===== src/hw/rtl/acesf_pkg.sv =====
// ============================================================================
// ACES filmic tone mapper package
// Shared types, fixed-point constants and the gamma threshold function.
// ============================================================================
package acesf_pkg;

    // Field widths of the words on the channels
    localparam int IN_W   = 24;
    localparam int GAIN_W = 16;
    localparam int DISP_W = 8;

    localparam logic [GAIN_W-1:0] EXPOSURE_RESET = 16'd256;

    // Scaled working value: unsigned Q.16, saturated at 4096.0
    localparam int V_W = 29;
    localparam logic [V_W-1:0] V_SAT     = 29'h1000_0000;
    localparam logic [29:0]    SAT_LIMIT = 30'd805306368;   // three times the saturation value
    localparam logic [31:0]    RECIP_3   = 32'hAAAA_AAAB;    // ceil(2^33 / 3)

    // Rational fit constants
    localparam int X_W = 29;
    localparam logic [29:0] FIT_A = 30'd1611;
    localparam logic [59:0] FIT_B = 60'd388853;
    localparam logic [16:0] FIT_C = 17'd64470;
    localparam logic [30:0] FIT_D = 31'd28374;
    localparam logic [59:0] FIT_E = 60'd1022550109;

    // Divider geometry
    localparam int MAG_W = 59;
    localparam int D_W   = 42;
    localparam int Q_W   = 17;
    localparam int F_W   = 18;

    // Colour matrices, Q.16
    localparam logic [15:0] MAT_IN [3][3] = '{
        '{16'd39137, 16'd23238, 16'd3161},
        '{16'd4981,  16'd59529, 16'd1026},
        '{16'd1861,  16'd8771,  16'd54904}
    };
    localparam logic signed [17:0] MAT_OUT [3][3] = '{
        '{18'sd105169, -18'sd34805, -18'sd4828},
        '{-18'sd6690,  18'sd72622,  -18'sd396},
        '{-18'sd214,   -18'sd4768,  18'sd70518}
    };

    // Pipeline depths of the sub-blocks
    localparam int SCALE_LAT = 4;
    localparam int LANE_LAT  = 6 + Q_W;
    localparam int MERGE_LAT = 11;
    localparam int TOTAL_LAT = SCALE_LAT + LANE_LAT + MERGE_LAT;

    // Channel words
    typedef struct packed {
        logic [IN_W-1:0] lin_red;
        logic [IN_W-1:0] lin_green;
        logic [IN_W-1:0] lin_blue;
    } t_pix_word;

    typedef struct packed {
        logic [DISP_W-1:0] disp_red;
        logic [DISP_W-1:0] disp_green;
        logic [DISP_W-1:0] disp_blue;
    } t_disp_word;

    typedef struct packed {
        logic [GAIN_W-1:0] exposure_gain;
    } t_cfg_word;

    // Smallest quantised level whose gamma code reaches v, worked out exactly
    // at elaboration: least L with L^5 * 255^11 >= v^11 * top^5.
    function automatic int unsigned gamma_thr(input int g, input int v);
        logic [199:0] rhs;
        logic [199:0] lhs;
        logic [199:0] pv;
        logic [199:0] ptop;
        logic [199:0] p255;
        logic [199:0] pm;
        int unsigned  top;
        int unsigned  lo;
        int unsigned  hi;
        int unsigned  mid;
        int           i;
        int           j;
        top  = (32'd1 << g) - 32'd1;
        pv   = 200'd1;
        p255 = 200'd1;
        ptop = 200'd1;
        for (i = 0; i < 11; i++) begin
            pv   = pv * 200'(v);
            p255 = p255 * 200'd255;
        end
        for (i = 0; i < 5; i++) begin
            ptop = ptop * 200'(top);
        end
        rhs = pv * ptop;
        lo  = 0;
        hi  = top;
        for (i = 0; i < 16; i++) begin
            if (lo < hi) begin
                mid = (lo + hi) >> 1;
                pm  = 200'd1;
                for (j = 0; j < 5; j++) begin
                    pm = pm * 200'(mid);
                end
                lhs = pm * p255;
                if (lhs >= rhs) begin
                    hi = mid;
                end else begin
                    lo = mid + 1;
                end
            end
        end
        return lo;
    endfunction

endpackage


===== src/hw/rtl/acesf_scale.sv =====
// ============================================================================
// Exposure scaling
// Multiplies one channel by the exposure gain and divides by 0.6, saturating.
// ============================================================================
module acesf_scale #(
    parameter int INPUT_FRAC_BITS = 16
) (
    input  logic                       i_clk,
    input  logic                       i_en,
    input  logic [acesf_pkg::IN_W-1:0]   i_lin,
    input  logic [acesf_pkg::GAIN_W-1:0] i_gain,
    output logic [acesf_pkg::V_W-1:0]    o_v
);
    import acesf_pkg::*;

    localparam int SH = INPUT_FRAC_BITS - 8;

    logic [39:0]    r_prod;
    logic [42:0]    w_t5;
    logic [42:0]    w_t;
    logic [29:0]    r_t;
    logic           r_sat;
    logic           r_sat2;
    logic [61:0]    r_q;
    logic [V_W-1:0] r_v;

    // Times five, then the power-of-two part of the divisor
    assign w_t5 = {3'b000, r_prod} + {1'b0, r_prod, 2'b00};
    assign w_t  = w_t5 >> SH;

    // Divide by three through the reciprocal; exact below 2^32
    always_ff @(posedge i_clk) begin
        if (i_en) begin
            r_prod <= i_lin * i_gain;
            r_sat  <= (w_t >= 43'(SAT_LIMIT));
            r_t    <= w_t[29:0];
            r_q    <= r_t * RECIP_3;
            r_sat2 <= r_sat;
            r_v    <= r_sat2 ? V_SAT : r_q[61:33];
        end
    end

    assign o_v = r_v;

endmodule


===== config.mk =====
export PLATFORM = sky130hd
export DESIGN_NAME = acesf_scale
export DESIGN_NICKNAME = d
export VERILOG_FILES = /design/src/hw/rtl/acesf_pkg.sv /design/src/hw/rtl/acesf_scale.sv
export SDC_FILE = /design/constraint.sdc
export NUM_CORES = 2
export LEC_CHECK = 0
export ABC_AREA = 1
export ABC_CLOCK_PERIOD_IN_PS = 8950
export BUFFER_PORTS_ARGS = -buffer_cell sky130_fd_sc_hd__buf_2
export CORE_MARGIN = 2
export CORE_UTILIZATION = 65
export CTS_CLUSTER_DIAMETER = 150
export DETAILED_ROUTE_END_ITERATION = 8
export PLACE_DENSITY = 0.89
export SLEW_MARGIN = 20
export SYNTH_ARGS = -nofsm -noshare
export SYNTH_HDL_FRONTEND = slang
export SYNTH_SLANG_ARGS = --single-unit

===== constraint.sdc =====
create_clock -name i_clk -period 8.95 [get_ports i_clk]
set_input_delay 1.79 -clock i_clk [delete_from_list [all_inputs] [get_ports i_clk]]
set_output_delay 1.79 -clock i_clk [all_outputs]
set_load 0.03 [all_outputs]

==> impl_metrics.toml <==
[clock_tree]
cts.path.max_buffers = 2
cts_tree = "built"
cts_buffers = 17
post-cts-setup-buffers = 0
insertion_delay_ps = 460
cts.hold.buffers_added = 0
cts.clk_slew.worst_paths_ps = 60
cts-resized-gates = 0
htree_levels = 4
cts_sinks = 130
root_buffer = "clkbuf_16"

[yosys]
synth_area_leaders = "fa_1 32%, ha_1 17%, inv_1 12%"
synth_area_um2 = 32520
postSynthAreaPerCell_um2 = 8.056
synth_nets = 5045
synth_top_area_cell = "fa_1"
synth_enable_flop_cells = 130
yosysUniqueCellTypes = 42
async_flop_share_pct = 0
synthFlopType = "edfxtp_1"
yosysMostFrequentCell = "inv_1"
seq_area_frac_synth_pct = 12.00
ys_top_cells_by_count = "1047 x inv_1, 886 x nand2_1, 522 x fa_1"
synth-seq-cells = 130
netlist_instances = 4037
synth_top_area_share_pct = 32.13
synth_warnings = 0

[layout]
area_delta_synth_final_pct = 4.286
nFillCells = 3779
final_cell_area_um2 = 33920
seq_area_um2 = 3904
fin_nets = 5049
insertedDiodeCount = 0
multi_input_area_um2 = 24360
drive_gt1_share_pct = 3.577

[setup_path]
cp-start-kind = "register"
slowest_delay_ps = 680
cp_slowest_cell = "fa_1"
end_kind = "register"
critical_path_class = "reg2reg"
path_common_cell = "inv_1"
path_delay_family = "adder cells"
cp_max_fo = 6
crit_buf_inv = 7
crit_required_ps = 9150
crit_chain = "ha_1 -> inv_1 -> fa_1 -> inv_1 -> fa_1 -> inv_1 -> fa_1 -> inv_1 -> fa_1 -> ha_1 -> inv_1 -> o21ai_0 -> fa_1 -> ha_1 -> ha_1 -> nand2_2 -> nor2_2 -> inv_1 -> nor2_1 -> inv_1 -> nor4_1 -> o21ai_1 -> nand4_1 -> nand2_1"
arrival_ps = 7520

[floorplan]
die_area_um2 = 51840
core_um2 = 49150
die_h_um = 227.7
initial_utilization_pct = 66.17
fp-row-count = 81
ios = 71
die_x_um = 227.7

[placed_design]
post-dp-hpwl_um = 73640
port_buffers = 70
post_dp_cell_area_um2 = 33400
finalWeightedCongestion = 1.035

[timing]
hold_slack_ps = 513.8
slew_headroom_pct = 32.64
rsz0062_at_grt = "false"
tightest_slew_ps = 1010
final.min_clock_period_ps = 7316
fin_crit_sh_pct = 81.74
setup_violations = 0
fin_worst_skew_ps = 19.26
drv_slew = 0
hold_violations = 0
fmax_mhz = 136.7
fin_tns_setup_ps = 0

[drt]
routed_wl_um = 84670
routed-via-count = 26420
drtIter0Drc = 2329
dr.pass1.iters = 5
detail_route.wl_per_cell_um = 17.95
ant_nets = 0
avgViaCountPerCell = 5.600
drc = 0

[global_routing]
busiest_layer = "met2"
use_met3_pct = 6.119
grt_pass1_wl_um = 139000
use_met1_pct = 45.68
grt_overflow = 0
antenna_found_initial = 0
grt_pass1_vias = 27540
gr-usage-all-layers_pct = 34.77
grt_use_met2_pct = 57.35
grt_max_degree = 72

[outcome]
outcome = "finished clean"

[run]
maxCapViolCount = 0

[min_path]
worstHoldPathType = "reg2reg"
-- path summary, 6_finish.rpt --
kind / cells past startpoint / end / slack, ps / from
worst min-delay path: 1 / o_v[28] / 510 / r_q[61]
worst max register to register: 24 / r_q[53] / 1630 / r_t[15]
worst min register to register: 1 / o_v[28] / 510 / r_q[61]
worst max-delay path: 24 / r_q[53] / 1630 / r_t[15]
-- area by class of cell --
type / count / share of cell area [%]
clock inverters: 14 / 0.2730
well taps: 664 / 2.449
repair buffers: 72 / 1.085
clock buffers: 18 / 1.265
inverters: 1049 / 11.61
flip-flops and latches: 130 / 11.51
multi-input cells: 2771 / 71.81
-- cells by family (layout without fill, tap and decap cells) --
family          Yosys count  count (layout)  synth area share (%)
compound gates          370             370                 6.552
fa+ha+maj               966             966                 49.21
simple gates           1339            1339                 16.54
xor+xnor                 96              96                 2.585
buf+inv                1136            1153                 13.11
flops                   130             130                 12.00
-- metal layers --
metal	wire length (µm)	vias to the layer above	part of all wire, %
met4	3522	0	4.2
met2	39830	1322	47
met3	7728	260	9.1
met5	0	-	0
met1	33590	12600	40
li1	-	12230	-
-- worst reg2reg max path, delay by kind of cell (launching register included) --
family	cells	cell delay (ps)
adders and majority gates	9	4410
and+or+nand+nor	6	980
buffers and inverters	7	740
AOI/OAI and AO/OA	2	500
DFF	1	450
-- state kept, by name, summed over array words and instances, names as in the netlist --
register and count:
r_prod 40, r_sat 1, o_v 29, r_q 29
r_t 30, r_sat2 1
-- placed cells by master, fill, tap and decap left out, types with 19 or more instances in the layout --
cell | netlist | final
inv_1 | 1047 | 1047
nand2_1 | 886 | 886
fa_1 | 522 | 522
ha_1 | 444 | 444
nor2_1 | 275 | 275
a21oi_1 | 159 | 159
edfxtp_1 | 130 | 130
o21ai_0 | 91 | 91
nand3_1 | 87 | 87
buf_2 | 0 | 69
xor2_1 | 63 | 63
xnor2_1 | 33 | 33
o21bai_1 | 29 | 29
a21o_1 | 28 | 28
a31oi_1 | 25 | 25
nor3_1 | 23 | 23
nand4_1 | 19 | 19
-- metrics by stage --
step           cells  utilization [%]  setup slack, ps
3_3_place_gp    4686            67.94             1606
6_report        4718            69.00             1634
5_1_grt         4718            69.00             1305
4_1_cts         4718            69.00             1704
3_5_place_dp    4686            67.94             1506
2_1_floorplan   4037                -             1717
Power is left out: the tool's default activity adds up to more than one toggle a clock period on the data nets, which glitch-free logic cannot reach.
