`config.mk`:
```
export PLATFORM = sky130hd
export DESIGN_NAME = acesf_merge
export DESIGN_NICKNAME = d
export VERILOG_FILES = /design/src/hw/rtl/acesf_pkg.sv /design/src/hw/rtl/acesf_merge.sv
export SDC_FILE = /design/constraint.sdc
export NUM_CORES = 2
export LEC_CHECK = 0
export BUFFER_PORTS_ARGS = -buffer_cell sky130_fd_sc_hd__buf_4
export CAP_MARGIN = 30
export CORE_MARGIN = 4
export CORE_UTILIZATION = 25
export CTS_BUF_LIST = sky130_fd_sc_hd__clkbuf_4
export DETAILED_ROUTE_END_ITERATION = 6
export HOLD_SLACK_MARGIN = 0.02
export REMOVE_ABC_BUFFERS = 1
export SYNTH_ARGS = -nofsm -noshare
export SYNTH_HDL_FRONTEND = slang
export SYNTH_SLANG_ARGS = --single-unit
```
`constraint.sdc`:
```
create_clock -name i_clk -period 11.97 [get_ports i_clk]
set_input_delay 0.5985 -clock i_clk [delete_from_list [all_inputs] [get_ports i_clk]]
set_output_delay 0.5985 -clock i_clk [all_outputs]
set_load 0.01 [all_outputs]
```
`src/hw/rtl/acesf_pkg.sv`:
```
// ============================================================================
// ACES filmic tone mapper package
// Shared types, fixed-point constants and the gamma threshold function.
// ============================================================================
package acesf_pkg;

    // Field widths of the words on the channels
    localparam int IN_W   = 24;
    localparam int GAIN_W = 16;
    localparam int DISP_W = 8;

    localparam logic [GAIN_W-1:0] EXPOSURE_RESET = 16'd256;

    // Scaled working value: unsigned Q.16, saturated at 4096.0
    localparam int V_W = 29;
    localparam logic [V_W-1:0] V_SAT     = 29'h1000_0000;
    localparam logic [29:0]    SAT_LIMIT = 30'd805306368;   // three times the saturation value
    localparam logic [31:0]    RECIP_3   = 32'hAAAA_AAAB;    // ceil(2^33 / 3)

    // Rational fit constants
    localparam int X_W = 29;
    localparam logic [29:0] FIT_A = 30'd1611;
    localparam logic [59:0] FIT_B = 60'd388853;
    localparam logic [16:0] FIT_C = 17'd64470;
    localparam logic [30:0] FIT_D = 31'd28374;
    localparam logic [59:0] FIT_E = 60'd1022550109;

    // Divider geometry
    localparam int MAG_W = 59;
    localparam int D_W   = 42;
    localparam int Q_W   = 17;
    localparam int F_W   = 18;

    // Colour matrices, Q.16
    localparam logic [15:0] MAT_IN [3][3] = '{
        '{16'd39137, 16'd23238, 16'd3161},
        '{16'd4981,  16'd59529, 16'd1026},
        '{16'd1861,  16'd8771,  16'd54904}
    };
    localparam logic signed [17:0] MAT_OUT [3][3] = '{
        '{18'sd105169, -18'sd34805, -18'sd4828},
        '{-18'sd6690,  18'sd72622,  -18'sd396},
        '{-18'sd214,   -18'sd4768,  18'sd70518}
    };

    // Pipeline depths of the sub-blocks
    localparam int SCALE_LAT = 4;
    localparam int LANE_LAT  = 6 + Q_W;
    localparam int MERGE_LAT = 11;
    localparam int TOTAL_LAT = SCALE_LAT + LANE_LAT + MERGE_LAT;

    // Channel words
    typedef struct packed {
        logic [IN_W-1:0] lin_red;
        logic [IN_W-1:0] lin_green;
        logic [IN_W-1:0] lin_blue;
    } t_pix_word;

    typedef struct packed {
        logic [DISP_W-1:0] disp_red;
        logic [DISP_W-1:0] disp_green;
        logic [DISP_W-1:0] disp_blue;
    } t_disp_word;

    typedef struct packed {
        logic [GAIN_W-1:0] exposure_gain;
    } t_cfg_word;

    // Smallest quantised level whose gamma code reaches v, worked out exactly
    // at elaboration: least L with L^5 * 255^11 >= v^11 * top^5.
    function automatic int unsigned gamma_thr(input int g, input int v);
        logic [199:0] rhs;
        logic [199:0] lhs;
        logic [199:0] pv;
        logic [199:0] ptop;
        logic [199:0] p255;
        logic [199:0] pm;
        int unsigned  top;
        int unsigned  lo;
        int unsigned  hi;
        int unsigned  mid;
        int           i;
        int           j;
        top  = (32'd1 << g) - 32'd1;
        pv   = 200'd1;
        p255 = 200'd1;
        ptop = 200'd1;
        for (i = 0; i < 11; i++) begin
            pv   = pv * 200'(v);
            p255 = p255 * 200'd255;
        end
        for (i = 0; i < 5; i++) begin
            ptop = ptop * 200'(top);
        end
        rhs = pv * ptop;
        lo  = 0;
        hi  = top;
        for (i = 0; i < 16; i++) begin
            if (lo < hi) begin
                mid = (lo + hi) >> 1;
                pm  = 200'd1;
                for (j = 0; j < 5; j++) begin
                    pm = pm * 200'(mid);
                end
                lhs = pm * p255;
                if (lhs >= rhs) begin
                    hi = mid;
                end else begin
                    lo = mid + 1;
                end
            end
        end
        return lo;
    endfunction

endpackage

```
`src/hw/rtl/acesf_merge.sv`:
```
// ============================================================================
// Output merge
// Output matrix across the lanes, clamp and quantise, then gamma encoding.
// ============================================================================
module acesf_merge #(
    parameter int GAMMA_TABLE_BITS = 12
) (
    input  logic                            i_clk,
    input  logic                            i_en,
    input  logic signed [acesf_pkg::F_W-1:0]  i_f [3],
    output logic [acesf_pkg::DISP_W-1:0]      o_code [3]
);
    import acesf_pkg::*;

    localparam int G = GAMMA_TABLE_BITS;
    localparam logic [G-1:0] TOP = {G{1'b1}};

    logic [G-1:0]       w_thr [256];
    logic signed [35:0] r_mp  [3][3];
    logic signed [37:0] r_s   [3];
    logic [G-1:0]       r_lvl [3];
    logic [G-1:0]       r_glvl [3][8];
    logic [7:0]         r_glo  [3][8];

    // Gamma thresholds, one per output code
    for (genvar gv = 0; gv < 256; gv++) begin : g_thr
        localparam int unsigned TH = gamma_thr(G, gv);
        assign w_thr[gv] = TH[G-1:0];
    end

    for (genvar gc = 0; gc < 3; gc++) begin : g_ch
        logic [31:0]  w_s32;
        logic [32+G:0] w_round;

        assign w_s32   = r_s[gc][31:0];
        assign w_round = {1'b0, w_s32, {G{1'b0}}} - (33+G)'(w_s32)
                         + (33+G)'(33'h0_8000_0000);

        // Output matrix row, clamp and round to the table precision
        always_ff @(posedge i_clk) begin
            if (i_en) begin
                for (int k = 0; k < 3; k++) begin
                    r_mp[gc][k] <= MAT_OUT[gc][k] * i_f[k];
                end
                r_s[gc] <= 38'(r_mp[gc][0]) + 38'(r_mp[gc][1]) + 38'(r_mp[gc][2]);
                if (r_s[gc] <= 38'sd0) begin
                    r_lvl[gc] <= '0;
                end else if (r_s[gc] >= 38'sh1_0000_0000) begin
                    r_lvl[gc] <= TOP;
                end else begin
                    r_lvl[gc] <= w_round[31+G:32];
                end
            end
        end

        // Bitwise search for the largest code whose threshold is reached
        for (genvar gs = 0; gs < 8; gs++) begin : g_gam
            logic [G-1:0] w_lvl;
            logic [7:0]   w_lo;
            logic [7:0]   w_cand;
            if (gs == 0) begin : g_first
                assign w_lvl = r_lvl[gc];
                assign w_lo  = '0;
            end else begin : g_next
                assign w_lvl = r_glvl[gc][gs-1];
                assign w_lo  = r_glo[gc][gs-1];
            end
            assign w_cand = w_lo | (8'd1 << (7 - gs));

            always_ff @(posedge i_clk) begin
                if (i_en) begin
                    r_glvl[gc][gs] <= w_lvl;
                    r_glo[gc][gs]  <= (w_thr[w_cand] <= w_lvl) ? w_cand : w_lo;
                end
            end
        end

        assign o_code[gc] = r_glo[gc][7];
    end

endmodule
```
==> Implementation_results.wiki <==
{| class="wikitable"
! Metric !! Value
|-
| Initial cell density of the core || 0.252
|-
| Worst Setup End Kind || register
|-
| Clock transition at the registers of the reported paths || 0.07 ns
|-
| Proportion of synthesized chip area in sequential cells || 0.255
|-
| Largest fanout on the critical path || 9
|-
| Most used DFF post-synth || sky130_fd_sc_hd__edfxtp_1
|-
| Post-synth EDFFs || about 780
|-
| Post-synthesis cell area || 91400 µm²
|-
| Synthesized instance count || between 9000 and 10000
|-
| Antenna violation net count after detailed routing || 0
|-
| Reg area || roughly 23000 µm²
|-
| Post-route cell area || 100000 µm²
|-
| # nets final || 11592
|-
| Count of different cell masters after synthesis || 95
|-
| Placed Cells || ~14000
|-
| Data arrival time of the critical path || between 7 and 8 ns
|-
| Width of the die || 613 µm
|-
| Aggregate negative setup slack || 0 ns
|-
| Levels on crit path || 23
|-
| CTS tree || built
|-
| Count of buffers from port buffering || slightly below 80
|-
| Final number of max-transition violations || 0
|-
| Vias per std cell || between 4 and 5
|-
| Period minus WS final || around 6.4 ns
|-
| Overall die area || ~380000 µm²
|-
| Num CTS Buffers || between 200 and 250
|-
| Number of antenna violations at the first check in global routing || 12
|-
| Fraction of synthesis flops using an asynchronous set or reset pin || 0
|-
| Largest delay contributor family on the critical path || adder cells
|-
| Per-instance average area after synthesis || approximately 10 µm²
|-
| Part of the cycle the worst path needs || 0.533
|-
| H-tree depth reported by CTS || 4
|-
| Vertical extent of the die || about 610 µm
|-
| Maximum clock skew at final layout || approximately 0.11 ns
|-
| # IOs || 80
|-
| Critical Path Source Type || input pin
|-
| Fmax || 157 MHz
|-
| All-Layer GR Usage || 0.124
|-
| Kind of path behind the tightest hold check || in2reg
|-
| Share of cells above drive strength 1 || 0.0569
|-
| Final setup viols || 0
|-
| Buffering stage count on the worst path with inverters included || 6
|-
| Most repeated library cell on the critical path || sky130_fd_sc_hd__fa_1
|-
| Data required time of the critical path || approximately 13 ns
|-
| Overall overflow remaining after global route || 0
|-
| Violated checks || design-rule violations
|-
| Area of the multi-input gates || roughly 60000 µm²
|-
| Number of synthesized register bits || between 700 and 800
|-
| Iteration-0 DRC count of the detailed router || between 4000 and 5000
|-
| Worst reg-to-reg path cell count || 15
|-
| Area growth from synthesis to final layout || 9.59%
|-
| WL/cell || approximately 17 µm
|-
| Detailed-route via count || 64212
|-
| Pin slew with the least headroom to its limit || around 1.1 ns
|-
| Number of buffers added for setup after CTS || 0
|-
| Pin count of the biggest net entering global routing || 153
|-
| Yosys warning total || 0
|-
| Final count of hold timing violations || 0
|-
| Cell Count, Final, Fillers Out || 14055
|-
| Root Driver || sky130_fd_sc_hd__clkbuf_4
|-
| Count of TritonRoute iterations in the first routing pass || 7
|-
| Maximum buffer depth of the clock tree || 4
|-
| Number of violations of the max-capacitance limit || 0
|-
| Sink Count || roughly 780
|-
| Final Routed Wirelength || about 240 mm
|-
| DP Area || roughly 100000 µm²
|-
| Floorplan Core Area || around 360000 µm²
|-
| Via count of the first global-routing pass || 64317
|-
| Fillers || 38407
|-
| Site row count || about 220
|-
| RSZ-0062 raised after global routing || no
|-
| Critical path class || in2reg
|-
| Insertion delay of the later-clocked pin in the worst-skew pair || about 1.2 ns
|-
| Normalized max-slew margin || 0.271
|-
| Slowest cell on crit path || sky130_fd_sc_hd__a2111oi_0
|-
| Worst hold stages || 3
|-
| CP peak stage delay || ~0.67 ns
|-
| DRC errors left || 2
|-
| Final Wtd Congestion || ~0.9
|-
| First-pass GRT wire length || roughly 370 mm
|-
| Cells along the critical path || dlygate4sd3_1 > buf_4 > inv_1 > fa_1 > inv_1 > fa_1 > fa_1 > inv_1 > fa_1 > inv_1 > fa_1 > ha_1 > ha_1 > a21oi_1 > o22ai_1 > o21bai_1 > a211oi_1 > o221ai_1 > a21oi_1 > and4_1 > a2111oi_0 > a21oi_1 > xnor2_1
|-
| HPWL after DPL || approximately 190 mm
|-
| Run status || finished, violations left
|}
[flip-flops by register name (all words and copies together), names as in the netlist]
name / cells
r_mp: 270
r_glvl: 252
r_s: 111
r_glo: 108
r_lvl: 36
[worst reg2reg max path: cells and delay by family, from the launching register on]
kind | cells | cell delay [ns]
adders and majority gates | 2 | 0.94
and+or+nand+nor | 4 | 0.40
AOI/OAI and AO/OA | 7 | 1.55
DFF | 1 | 0.81
buffers and inverters | 2 | 0.62
[path summary, 6_finish.rpt]
| check | start | to | slack, ns |
|---|---|---|---|
| max | i_f[40] | r_mp[1][105]$_DFFE_PP_ | 5.60 |
| min | i_f[3] | r_mp[1][4]$_DFFE_PP_ | 0.16 |
| max reg2reg | r_glo[2][10]$_DFFE_PP_ | r_glo[2][0]$_DFFE_PP_ | 7.40 |
| min reg2reg | r_lvl[0][10]$_DFFE_PP_ | r_glvl[0][94]$_DFFE_PP_ | 0.44 |
[timing repair]
action	CTS	global route
hold buffers	11	0
hold endpoints to repair	71	0
resized for setup	0	0
[layer usage]
layer / GRT usage / vias up / wire [µm]
li1: - / 31371 / -
met1: 0.164 / 30994 / 104000
met2: 0.210 / 1532 / 113000
met3: 0.0177 / 311 / 11300
met4: 0.0392 / 4 / 8150
met5: 0 / - / 21
[cell usage in the layout, fill, tap and decap left out, types with 52 or more instances in the layout]
master	instances
sky130_fd_sc_hd__a211oi_1	83
sky130_fd_sc_hd__a21o_1	180
sky130_fd_sc_hd__a21oi_1	589
sky130_fd_sc_hd__a31oi_1	63
sky130_fd_sc_hd__and3_1	52
sky130_fd_sc_hd__buf_4	114
sky130_fd_sc_hd__clkbuf_4	278
sky130_fd_sc_hd__edfxtp_1	777
sky130_fd_sc_hd__fa_1	865
sky130_fd_sc_hd__ha_1	1558
sky130_fd_sc_hd__inv_1	1589
sky130_fd_sc_hd__nand2_1	422
sky130_fd_sc_hd__nand2b_1	73
sky130_fd_sc_hd__nand3_1	118
sky130_fd_sc_hd__nand4_1	88
sky130_fd_sc_hd__nor2_1	439
sky130_fd_sc_hd__nor2b_1	94
sky130_fd_sc_hd__nor3_1	103
sky130_fd_sc_hd__o211ai_1	73
sky130_fd_sc_hd__o21a_1	52
sky130_fd_sc_hd__o21ai_0	447
sky130_fd_sc_hd__o21bai_1	57
sky130_fd_sc_hd__xnor2_1	325
sky130_fd_sc_hd__xor2_1	110
[cells by family after synthesis]
kind of cell | Yosys count | synth area share
adders and majority gates | 2427 | 0.403
AOI/OAI and AO/OA | 1892 | 0.131
buffers and inverters | 1832 | 0.0752
and+or+nand+nor | 1560 | 0.0815
DFF | 777 | 0.255
xor gates and xnor gates | 435 | 0.0417
muxes | 88 | 0.0126
[stage by stage]
stage          hold WS [ns]  setup WS [ns]   util
2_1_floorplan         0.417           5.60      -
3_3_place_gp          0.432           4.96  0.268
3_5_place_dp          0.430           4.90  0.268
4_1_cts              0.0378           5.84  0.276
5_1_grt              0.0275           5.34  0.276
6_report              0.163           5.60  0.276
[final cells by class]
cell class,instances,area share
inverters,1597,0.0598
clock buffers,278,0.0208
clock inverters,67,0.00458
repair buffers,130,0.0107
multi-input cells,6402,0.611
diodes,10,0.000250
flip-flops and latches,777,0.233
well taps,4794,0.0599
[cell usage after synthesis (27+ instances only)]
master                        n  area, µm²
sky130_fd_sc_hd__buf_1       34        128
sky130_fd_sc_hd__nor2b_1     94        588
sky130_fd_sc_hd__nor2_1     439       1650
sky130_fd_sc_hd__a21o_1     180       1350
sky130_fd_sc_hd__a21oi_1    589       2950
sky130_fd_sc_hd__nand3_1    118        591
sky130_fd_sc_hd__o21bai_1    57        428
sky130_fd_sc_hd__o311ai_0    27        236
sky130_fd_sc_hd__inv_1     1589       5960
sky130_fd_sc_hd__xor2_1     110        963
sky130_fd_sc_hd__mux2i_1     49        490
sky130_fd_sc_hd__o21a_1      52        390
sky130_fd_sc_hd__o211ai_1    73        548
sky130_fd_sc_hd__and3_1      52        325
sky130_fd_sc_hd__nand2_1    422       1580
sky130_fd_sc_hd__nor3_1     103        515
sky130_fd_sc_hd__o21ai_0    447       2240
sky130_fd_sc_hd__nand4_1     88        551
sky130_fd_sc_hd__clkbuf_1   201        754
sky130_fd_sc_hd__nor4_1      27        169
sky130_fd_sc_hd__a211oi_1    83        623
sky130_fd_sc_hd__a31oi_1     63        394
sky130_fd_sc_hd__or3_1       40        250
sky130_fd_sc_hd__o31ai_1     39        293
sky130_fd_sc_hd__ha_1      1558      19500
sky130_fd_sc_hd__edfxtp_1   777      23300
sky130_fd_sc_hd__fa_1       865      17300
sky130_fd_sc_hd__xnor2_1    325       2850
sky130_fd_sc_hd__nand2b_1    73        457
Power is left out: the tool's default activity adds up to more than one toggle a clock period on the data nets, which glitch-free logic cannot reach.
